<file path="src/rtl/tcie_pkg.sv">
`default_nettype none
package tcie_pkg;

    // Storage sizes.
    localparam int STACK_DEPTH = 128;
    localparam int DATA_DEPTH  = 256;
    localparam int CODE_DEPTH  = 1024;
    localparam int SP_W        = $clog2(STACK_DEPTH);
    localparam int DA_W        = $clog2(DATA_DEPTH);

    // Register map.
    localparam int PADDR_W = 4;
    localparam logic [1:0] REG_CODE_LEN = 2'd0;
    localparam logic [1:0] REG_DATA_LEN = 2'd1;
    localparam logic [1:0] REG_MEM_TOT  = 2'd2;

    // Opcodes.
    localparam logic [3:0] OP_MOV  = 4'd0;
    localparam logic [3:0] OP_ADD  = 4'd1;
    localparam logic [3:0] OP_CMP  = 4'd2;
    localparam logic [3:0] OP_JMP  = 4'd3;
    localparam logic [3:0] OP_JZ   = 4'd4;
    localparam logic [3:0] OP_JNZ  = 4'd5;
    localparam logic [3:0] OP_HALT = 4'd6;
    localparam logic [3:0] OP_PUSH = 4'd7;
    localparam logic [3:0] OP_POP  = 4'd8;

    // Source modes.
    localparam logic [2:0] SRC_NONE = 3'd0;
    localparam logic [2:0] SRC_IMM  = 3'd1;
    localparam logic [2:0] SRC_REG  = 3'd2;
    localparam logic [2:0] SRC_DIR  = 3'd3;
    localparam logic [2:0] SRC_IND  = 3'd4;

    // Status codes.
    localparam logic [2:0] ST_OK    = 3'd0;
    localparam logic [2:0] ST_OPERR = 3'd1;
    localparam logic [2:0] ST_FULL  = 3'd2;
    localparam logic [2:0] ST_EMPTY = 3'd3;
    localparam logic [2:0] ST_END   = 3'd4;

    localparam logic CMD_LOAD = 1'b0;

    typedef struct packed {
        logic               cmd;
        logic [3:0]         opcode;
        logic               has_dest;
        logic [1:0]         dst_sel;
        logic [2:0]         src_mode;
        logic [1:0]         src_reg;
        logic signed [31:0] operand_value;
        logic [7:0]         data_addr;
    } t_in_word;

    typedef struct packed {
        logic [2:0]         status;
        logic signed [31:0] next_ip;
        logic               zero_flag;
        logic               sign_flag;
        logic signed [31:0] reg_a;
        logic signed [31:0] reg_b;
        logic signed [31:0] reg_c;
        logic signed [31:0] reg_d;
    } t_out_word;

    typedef struct packed {
        logic [10:0] code_length;
        logic [8:0]  data_length;
        logic [10:0] memory_total;
    } t_cfg;

endpackage
`default_nettype wire

</file>
<file path="src/rtl/tcie_cfg.sv">
`default_nettype none
module tcie_cfg
    import tcie_pkg::*;
(
    input  wire logic               i_clk,
    input  wire logic               i_rst_n,
    input  wire logic               psel,
    input  wire logic               penable,
    input  wire logic               pwrite,
    input  wire logic [PADDR_W-1:0] paddr,
    input  wire logic [31:0]        pwdata,
    output logic      [31:0]        prdata,
    output logic                    pready,
    output t_cfg                    o_cfg
);
    t_cfg r_cfg;
    logic wr;

    assign pready = 1'b1;
    assign wr     = psel && penable && pwrite;
    assign o_cfg  = r_cfg;

    // Register writes; unmapped addresses are dropped.
    always_ff @(posedge i_clk) begin
        if (!i_rst_n) begin
            r_cfg.code_length  <= '0;
            r_cfg.data_length  <= '0;
            r_cfg.memory_total <= 11'(CODE_DEPTH);
        end else if (wr) begin
            case (paddr[3:2])
                REG_CODE_LEN: r_cfg.code_length  <= pwdata[10:0];
                REG_DATA_LEN: r_cfg.data_length  <= pwdata[8:0];
                REG_MEM_TOT:  r_cfg.memory_total <= pwdata[10:0];
                default: ;
            endcase
        end
    end

    // Read back.
    always_comb begin
        case (paddr[3:2])
            REG_CODE_LEN: prdata = {21'd0, r_cfg.code_length};
            REG_DATA_LEN: prdata = {23'd0, r_cfg.data_length};
            REG_MEM_TOT:  prdata = {21'd0, r_cfg.memory_total};
            default:      prdata = '0;
        endcase
    end
endmodule
`default_nettype wire

</file>
<file path="config.mk">
export PLATFORM = sky130hd
export DESIGN_NAME = tcie_cfg
export DESIGN_NICKNAME = d
export VERILOG_FILES = /design/src/rtl/tcie_pkg.sv /design/src/rtl/tcie_cfg.sv
export SDC_FILE = /design/constraint.sdc
export NUM_CORES = 1
export LEC_CHECK = 0
export BUFFER_PORTS_ARGS = -buffer_cell sky130_fd_sc_hd__buf_2
export CORE_MARGIN = 2
export CORE_UTILIZATION = 37
export CTS_CLUSTER_DIAMETER = 50
export CTS_CLUSTER_SIZE = 8
export DETAILED_ROUTE_END_ITERATION = 6
export PLACE_DENSITY_LB_ADDON = 0.08
export SKIP_LAST_GASP = 1
export SLEW_MARGIN = 5
export SYNTH_ARGS = -nofsm -noshare
export SYNTH_HDL_FRONTEND = slang
export SYNTH_SLANG_ARGS = --single-unit
</file>
<file path="constraint.sdc">
create_clock -name i_clk -period 0.9 [get_ports i_clk]
set_input_delay 0.045 -clock i_clk [delete_from_list [all_inputs] [get_ports i_clk]]
set_output_delay 0.045 -clock i_clk [all_outputs]
set_load 0.02 [all_outputs]
</file>
==> impl_metrics.toml, run 1 <==
[outcome]
status = "finished with violations"
failed_checks = "negative setup slack"

[min_path]
whs_path_depth = 3
worst_hold_path.endpoint = "o_cfg[30]$_SDFFE_PN0P_"
hp-start = "pwdata[10]"
hold_class = "in -> reg"

[clocking]
clk_pin_slew_ns = 0.07
cts.sinks = 31
htree_num_levels = 2
root_buffer = "clkbuf_8"
clock_latency_ns = 0.27
cts_hold_buffers = 0
cts_tree = "done"
cts_made_buffers = 5
cts.path.max_buffers = 2

[finish]
layout-drive-gt1-share_pct = 50.00
syn_to_final_growth_pct = 49.76
diodes = 0
stdcell_area_sq_um = 2350
fillerInstances = 346
layout_common_cells = "nand2_1, mux2i_1, buf_2, buf_6"
nets = 296
final_common_cell = "nand2_1"
largest_register_ffs = 31

[setup_path]
r2r_start = "o_cfg[21]$_SDFFE_PN0P_"
cp.required_ns = 0.85
r2r_cells = 4
cp_data_arrival_time_ns = 0.99
path_class = "reg -> out"
critPathLaunchType = "register"
startpoint = "o_cfg[26]$_SDFFE_PN0P_"
reg2reg_slack_ns = 0.13
end_kind = "output pin"
cp_max_fo = 3
timing.rr.end = "o_cfg[21]$_SDFFE_PN0P_"

[placed_design]
gp_congestion = 0.7221
dpl.hpwl_um = 2859
dpl_cell_area_sq_um = 1908
place_ws_ns = -0.1128
port-buffer-count = 59

[pwr]
p_leak_nw = 1.140
power_density_nw_per_um2 = 1282
peakVddDrop_mv = 0.8275

[detailed_routing]
viasPerCell = 4.598
vias = 1407
initialDrtViolationCount = 54
wl_per_cell_um = 13.43
ant_nets = 0
first_pass_iters = 4
drt-total-wl_um = 4109
drc = 0

[yosys]
synth.cell_area_sq_um = 1569
avgSynthCellArea_sq_um = 8.864
yosys_warnings = 0
ys_ff_latch = 31
synthesis.instances = 177
yosysUniqueCellTypes = 19
synth-seq-area-share_pct = 39.55

[global_route]
antenna_found_initial = 0
grt_max_degree = 43
grt_use_total_pct = 16.75
grt_pass1_vias = 1317
grt_pass1_wl_um = 6403
grt_overflow = 0

[sta]
setup_viol = 12
grt_setup_unrepaired = "true"
skew_ns = 0
min_period_over_period_pct = 115.0
slew_violations = 0
fmax_ghz = 0.9665
layout_min_cycle_time_ns = 1.035
hold_violations = 0
setup_ws_ns = -0.1347

[floorplanning]
row_count = 23
dieArea_sq_um = 4778
start_util_pct = 38.94
die_y_um = 69.12
pin_count = 105
core_sq_um = 4029
die-width_um = 69.12

[job]
maxCapViolCount = 0
## worst max-delay path, stage by stage, from the launching register on
cell	delay, ns
dfxtp_2	0.33
mux2i_1	0.17
o21ai_2	0.09
buf_6	0.13
## synth_stat cells
| library cell | number | share of area, % |
|---|---|---|
| conb_1 | 2 | 0.48 |
| clkbuf_2 | 1 | 0.32 |
| buf_4 | 23 | 11 |
| nand3_1 | 1 | 0.32 |
| nor2b_1 | 1 | 0.40 |
| nand2_1 | 50 | 12 |
| o21ai_0 | 9 | 2.9 |
| nor2_1 | 2 | 0.48 |
| clkbuf_1 | 4 | 0.96 |
| buf_2 | 4 | 1.3 |
| buf_6 | 2 | 1.4 |
| dfxtp_1 | 31 | 40 |
| inv_1 | 1 | 0.24 |
| nand3b_1 | 1 | 0.48 |
| and2_1 | 1 | 0.40 |
| mux2i_1 | 41 | 26 |
| o211ai_1 | 1 | 0.48 |
| and3_1 | 1 | 0.40 |
| nor3b_2 | 1 | 0.80 |
## kinds of logic (layout without fill, tap and decap cells)
group	count (synthesis)	after routing	share of synthesized area [%]
muxes	41	41	26.16
DFF	31	31	39.55
other	2	22	0.4786
AOI/OAI and AO/OA	10	10	3.349
and+or+nand+nor	58	58	15.23
buffers and inverters	35	94	15.23
## per-stage QoR
stage	util (%)	setup TNS [ns]	total power [mW]	instances	hold slack (ns)
after floorplan	-	0	1.754	197	0.1872
after global placement	47.36	-1.540	1.797	283	0.3201
after detailed placement	47.36	-1.756	1.800	283	0.3340
after CTS	54.16	-1.582	3.014	302	0.03329
after global routing	58.32	-1.826	3.140	306	0.05588
final	58.32	-1.254	3.011	306	0.04562
## power by group
part           total (mW)  switching (mW)  internal (mW)
Combinational       0.408           0.261          0.146
Clock                1.20           0.503          0.695
Sequential           1.41          0.0140           1.39
## final cells by class
class | instances | area (sq um) | share of cell area [%]
Multi-Input combinational cell | 131 | 829.5 | 35.30
Timing Repair Buffer | 85 | 701.9 | 29.87
Sequential cell | 31 | 648.1 | 27.58
Clock buffer | 7 | 96.34 | 4.100
Tap cell | 50 | 62.56 | 2.662
Clock inverter | 1 | 7.507 | 0.3195
Inverter | 1 | 3.754 | 0.1597
## repair_timing
item	4_1_cts	5_1_grt
setup buffers	11	4
pin swaps	1	2
gates cloned	0	0
resized for setup	41	43
setup endpoints to repair	11	25
## how the worst max path moves through the flow
stage,end,slack (ns),cells past startpoint
floorplan,o_cfg[20]$_SDFFE_PN0P_,0.02,4
global placement,o_cfg[26]$_SDFFE_PN0P_,-0.09,5
detailed placement,o_cfg[30]$_SDFFE_PN0P_,-0.11,5
CTS,prdata[1],-0.15,3
global route,prdata[4],-0.18,3
finish,prdata[6],-0.13,3
## layer usage
layer / GRT usage, % / share of wire (%)
met1: 19.39 / 43
met4: 6.754 / 0.56
met5: 0 / 0
met2: 28.85 / 51
met3: 4.825 / 5.7
Note: power is estimated with default switching activity, not from simulation.
==> inputs of run 2 (changes only) <==
--- a/config.mk
+++ b/config.mk
@@ -5,12 +5,13 @@
 export SDC_FILE = /design/constraint.sdc
 export NUM_CORES = 1
 export LEC_CHECK = 0
+export ABC_AREA = 1
 export BUFFER_PORTS_ARGS = -buffer_cell sky130_fd_sc_hd__buf_2
-export CORE_MARGIN = 2
-export CORE_UTILIZATION = 37
+export CORE_UTILIZATION = 38
 export CTS_CLUSTER_DIAMETER = 50
 export CTS_CLUSTER_SIZE = 8
 export DETAILED_ROUTE_END_ITERATION = 6
+export GPL_ROUTABILITY_DRIVEN = 1
 export PLACE_DENSITY_LB_ADDON = 0.08
 export SKIP_LAST_GASP = 1
 export SLEW_MARGIN = 5
==> impl_metrics.toml, run 2 <==
[outcome]
status = "finished with violations"
failed_checks = "negative setup slack"

[setup_path]
path_class = "reg -> out"
r2r_start = "o_cfg[27]$_SDFFE_PN0P_"
critPathLaunchType = "register"
cp_data_arrival_time_ns = 0.95
cp_max_fo = 2
end_kind = "output pin"
timing.rr.end = "o_cfg[27]$_SDFFE_PN0P_"
reg2reg_slack_ns = 0.20
r2r_cells = 3
cp.required_ns = 0.85

[finish]
final_common_cell = "nor2_1"
layout-drive-gt1-share_pct = 43.21
stdcell_count = 374
stdcell_area_sq_um = 2272
syn_to_final_growth_pct = 38.41
diodes = 0
nets = 365
layout_common_cells = "nor2_1, nand2_1, buf_2, nand3_1, dfxtp_2"
largest_register_ffs = 31

[yosys]
async_reset_ff_share_pct = 0
avgSynthCellArea_sq_um = 6.438
yosys_warnings = 0
ys.flop_type = "dfxtp_1"
synth.cell_area_sq_um = 1642
synth_top_cells_by_count = "nor2_1, nand2_1, nand3_1, dfxtp_1, buf_4"
synthesis.instances = 255
yosysUniqueCellTypes = 15
synth_area_leaders = "dfxtp_1, nor2_1, nand2_1, nand3_1, buf_4"
yosysTopAreaCell = "dfxtp_1"
netlist.area_leader.share_pct = 37.80
synth.most_common_cell = "nor2_1"
synth-edff-count = 0
ys_ff_latch = 31
synth-seq-area-share_pct = 37.80

[pwr]
p_leak_nw = 1.205
peakVddDrop_mv = 0.9702
power_density_nw_per_um2 = 1350
total_power_mw = 3.068

[sta]
slew_violations = 0
setup_ws_ns = -0.09456
grt_setup_unrepaired = "true"
setup_viol = 11
fmax_ghz = 1.005
skew_ns = 0
fin_setup_tns_ns = -0.4853
min_period_over_period_pct = 110.5
hold_violations = 0
layout_min_cycle_time_ns = 0.9946

[detailed_routing]
wl_met3_um = 167
ant_nets = 0
drc = 0
initialDrtViolationCount = 68
viasPerCell = 4.545
first_pass_iters = 4
wl_met1_um = 1870
wl_met2_um = 2010
vias = 1700
drt-total-wl_um = 4123
wl_per_cell_um = 11.02
maxUsedRoutingLayer = "met4"

[min_path]
hp-start = "pwdata[10]"
hold_class = "in -> reg"
worst_hold_path.endpoint = "o_cfg[10]$_SDFFE_PN1P_"
whs_path_depth = 3

[global_route]
grt_overflow = 0
grt_use_total_pct = 18.06
grt_pass1_wl_um = 6051
grt_max_degree = 32
antenna_found_initial = 0
grt_pass1_vias = 1361

[placed_design]
dp.cells = 363
dpl.hpwl_um = 2793
gp_congestion = 0.7504
port-buffer-count = 59
place_ws_ns = 0.001098
dpl_cell_area_sq_um = 1971

[clocking]
clk_pin_slew_ns = 0.06
cts_hold_buffers = 0
cts.sinks = 31
clock_latency_ns = 0.28
root_buffer = "clkbuf_8"
cts_made_buffers = 5
htree_num_levels = 2
cts.path.max_buffers = 2
cts_tree = "done"

[floorplanning]
pin_count = 105
start_util_pct = 40.17
core_sq_um = 4086
row_count = 23
die_y_um = 67.73
die-width_um = 67.73
dieArea_sq_um = 4587

[job]
maxCapViolCount = 0
-- run 2: changes by cell type in the layout (fill, tap and decap cells not counted), moves of 3 or more --
cell,delta
nor2_1,+61
mux2i_1,-38
nand3_1,+35
buf_6,-19
nand2_2,+14
buf_2,+12
inv_1,+11
dfxtp_1,-9
dfxtp_2,+9
o21ai_2,-9
nand3_2,+5
mux2i_2,-3
nor2_2,+3
-- run 2: metrics by stage --
stage | hold slack (ns) | utilization, %
after floorplan | 0.1658 | -
after global routing | 0.04869 | 55.60
after global placement | 0.2816 | 48.22
after CTS | 0.004680 | 54.04
final | 0.01433 | 55.60
after detailed placement | 0.2978 | 48.22
-- run 2: worst max-delay path by stage --
stage / to / cells after the start / start
6_report: prdata[10] / 2 / o_cfg[30]$_SDFFE_PN0P_
5_1_grt: prdata[9] / 2 / o_cfg[29]$_SDFFE_PN0P_
4_1_cts: prdata[10] / 2 / o_cfg[30]$_SDFFE_PN0P_
3_5_place_dp: prdata[7] / 6 / paddr[3]
3_3_place_gp: prdata[7] / 6 / paddr[3]
2_1_floorplan: prdata[10] / 1 / o_cfg[30]$_SDFFE_PN0P_
-- run 2: logic make-up after synthesis --
logic type / Yosys count / synth area share (%)
DFF: 31 / 37.81
and+or+nand+nor: 170 / 42.76
buffers and inverters: 49 / 17.61
AOI/OAI and AO/OA: 3 / 1.372
other: 2 / 0.4575
-- run 2: final cells by class --
type,instances,area (sq um)
fill,441,1814
multi-input combinational,195,869.6
sequential,31,659.4
timing repair buffer,77,540.5
clock buffer,6,82.58
tap,50,62.56
inverter,14,52.55
clock inverter,1,5.005
-- run 2: power breakdown --
part | internal, mW | total (mW) | leakage (nW) | switching [mW]
Combinational | 0.176 | 0.519 | 0.893 | 0.343
Sequential | 1.41 | 1.43 | 0.265 | 0.0236
Clock | 0.599 | 1.12 | 0.0470 | 0.519
Total | 2.18 | 3.07 | 1.20 | 0.886
-- run 2: worst max-delay path, cell delays in order (launching register included) --
cell and delay [ns]:
dfxtp_2 0.32, a22o_1 0.21, buf_6 0.13
-- run 2: layer usage --
layer	GRT usage, %	up-vias
met5	0	-
met4	8.777	0
met3	4.054	8
met2	28.96	53
met1	22.57	756
li1	-	883
-- run 2: repair_timing --
action	in CTS	in global routing
buffers inserted	4	0
resized for setup	54	23
setup endpoints to repair	12	13
pin swaps	11	8
==> inputs of run 3 (changes only) <==
--- a/config.mk
+++ b/config.mk
@@ -12,7 +12,7 @@
 export CTS_CLUSTER_SIZE = 8
 export DETAILED_ROUTE_END_ITERATION = 6
 export GPL_ROUTABILITY_DRIVEN = 1
-export PLACE_DENSITY_LB_ADDON = 0.08
+export PLACE_DENSITY = 0.76
 export SKIP_LAST_GASP = 1
 export SLEW_MARGIN = 5
 export SYNTH_ARGS = -nofsm -noshare
==> constraint.sdc (replaced) <==
create_clock -name i_clk -period 0.8 [get_ports i_clk]
set_input_delay 0.04 -clock i_clk [delete_from_list [all_inputs] [get_ports i_clk]]
set_output_delay 0.04 -clock i_clk [all_outputs]
set_load 0.02 [all_outputs]
==> impl_metrics.toml, run 3 (same netlist as run 2, synthesis figures left out) <==
[outcome]
status = "finished with violations"
failed_checks = "negative setup slack"

[floorplanning]
core_sq_um = 4086
die-width_um = 67.73
dieArea_sq_um = 4587
start_util_pct = 40.17
row_count = 23
die_y_um = 67.73
pin_count = 105

[setup_path]
critPathLaunchType = "register"
cp.required_ns = 0.76
path_class = "reg -> out"
end_kind = "output pin"
cp_max_fo = 2
cp_data_arrival_time_ns = 0.96

[clocking]
cts.path.max_buffers = 2
cts_made_buffers = 5
cts_tree = "done"
cts.sinks = 31
root_buffer = "clkbuf_8"
clk_pin_slew_ns = 0.07
htree_num_levels = 2
clock_latency_ns = 0.28

[pwr]
power_density_nw_per_um2 = 1453
power.share.sequential_pct = 41.2
total_power_mw = 3.919
clockPowerShare_pct = 41.5
p_sw_mw = 1.060
peakVddDrop_mv = 0.9269
internal_power_mw = 2.859
sw_frac_of_total_pct = 27.05
p_comb_share_pct = 17.3
p_leak_nw = 1.361

[sta]
setup_viol = 29
setup_ws_ns = -0.2037
min_period_over_period_pct = 125.5
layout_min_cycle_time_ns = 1.004
slew_violations = 0
fmax_ghz = 0.9963
fin_setup_tns_ns = -3.139
holdWs_ns = 0.09240
hold_violations = 0
skew_ns = 0
grt_setup_unrepaired = "true"

[finish]
largest_register_ffs = 31
stdcell_area_sq_um = 2698
diodes = 0
syn_to_final_growth_pct = 64.33
final_core_util_pct = 66.01
final_common_cell = "nor2_1"
stdcell_count = 388
nets = 378
layout_common_cells = "nor2_1, buf_6, nand2_1, nand3_1, dfxtp_2"
layout-drive-gt1-share_pct = 48.52

[detailed_routing]
viasPerCell = 4.639
wl_per_cell_um = 12.18
ant_nets = 0
vias = 1800
drt-total-wl_um = 4727
drc = 0
first_pass_iters = 4
initialDrtViolationCount = 146

[placed_design]
port-buffer-count = 59
dpl.hpwl_um = 2851
dpl_cell_area_sq_um = 1996
place_ws_ns = -0.08160
dp.cells = 363
gp_congestion = 0.7748

[global_route]
grt_pass1_wl_um = 6285
grt_use_total_pct = 18.74
grt_overflow = 0
antenna_found_initial = 0
grt_pass1_vias = 1387
grt_max_degree = 32

[job]
maxCapViolCount = 0

[min_path]
hold_class = "in -> reg"
run 3: cell types whose count changed in the layout (fill, tap and decap cells not counted), sizes merged:
cell         change
dlygate4sd3      +1
buf             +12
bufinv           +1
run 3: critical path: stages (launching register included):
cell	delay, ns
dfxtp_2	0.32
a22o_1	0.22
buf_6	0.13
run 3: timing repair:
| action | CTS | global route |
|---|---|---|
| setup endpoints to repair | 42 | 41 |
| resized for setup | 118 | 42 |
| hold buffers | 1 | 0 |
| pin swaps | 23 | 9 |
| setup buffers | 3 | 13 |
| endpoints found under the hold margin | 1 | 0 |
run 3: layout make-up:
class	count	area (sq um)
repair buffers	90	895.9
clock inverters	2	35.03
flip-flops and latches	31	661.9
clock buffers	6	82.58
multi-input cells	195	907.1
well taps	50	62.56
inverters	14	52.55
fillers	344	1389
run 3: routing by layer:
| metal | part of all wire [%] | GRT usage, % | wire (um) |
|---|---|---|---|
| met2 | 51 | 32.43 | 2402 |
| met1 | 40 | 21.16 | 1891 |
| met5 | 0 | 0 | 0 |
| met4 | 3.1 | 6.383 | 148 |
| met3 | 6.0 | 6.419 | 285 |
run 3: power by group through the flow:
stage,Combinational (mW),Clock [mW],Sequential [mW]
6_report,0.678,1.63,1.61
2_1_floorplan,0.404,0,1.68
4_1_cts,0.624,1.64,1.61
3_3_place_gp,0.549,0,1.64
5_1_grt,0.734,1.72,1.62
3_5_place_dp,0.556,0,1.64
run 3: path summary, 6_finish.rpt:
check	slack [ns]	end	cells past startpoint	startpoint
setup / recovery	-0.20	prdata[10]	2	o_cfg[30]$_SDFFE_PN0P_
hold reg to reg	0.50	o_cfg[7]$_SDFFE_PN0P_	2	o_cfg[7]$_SDFFE_PN0P_
setup reg to reg	0.07	o_cfg[21]$_SDFFE_PN0P_	3	o_cfg[21]$_SDFFE_PN0P_
hold / removal	0.09	o_cfg[17]$_SDFFE_PN0P_	5	pwdata[6]
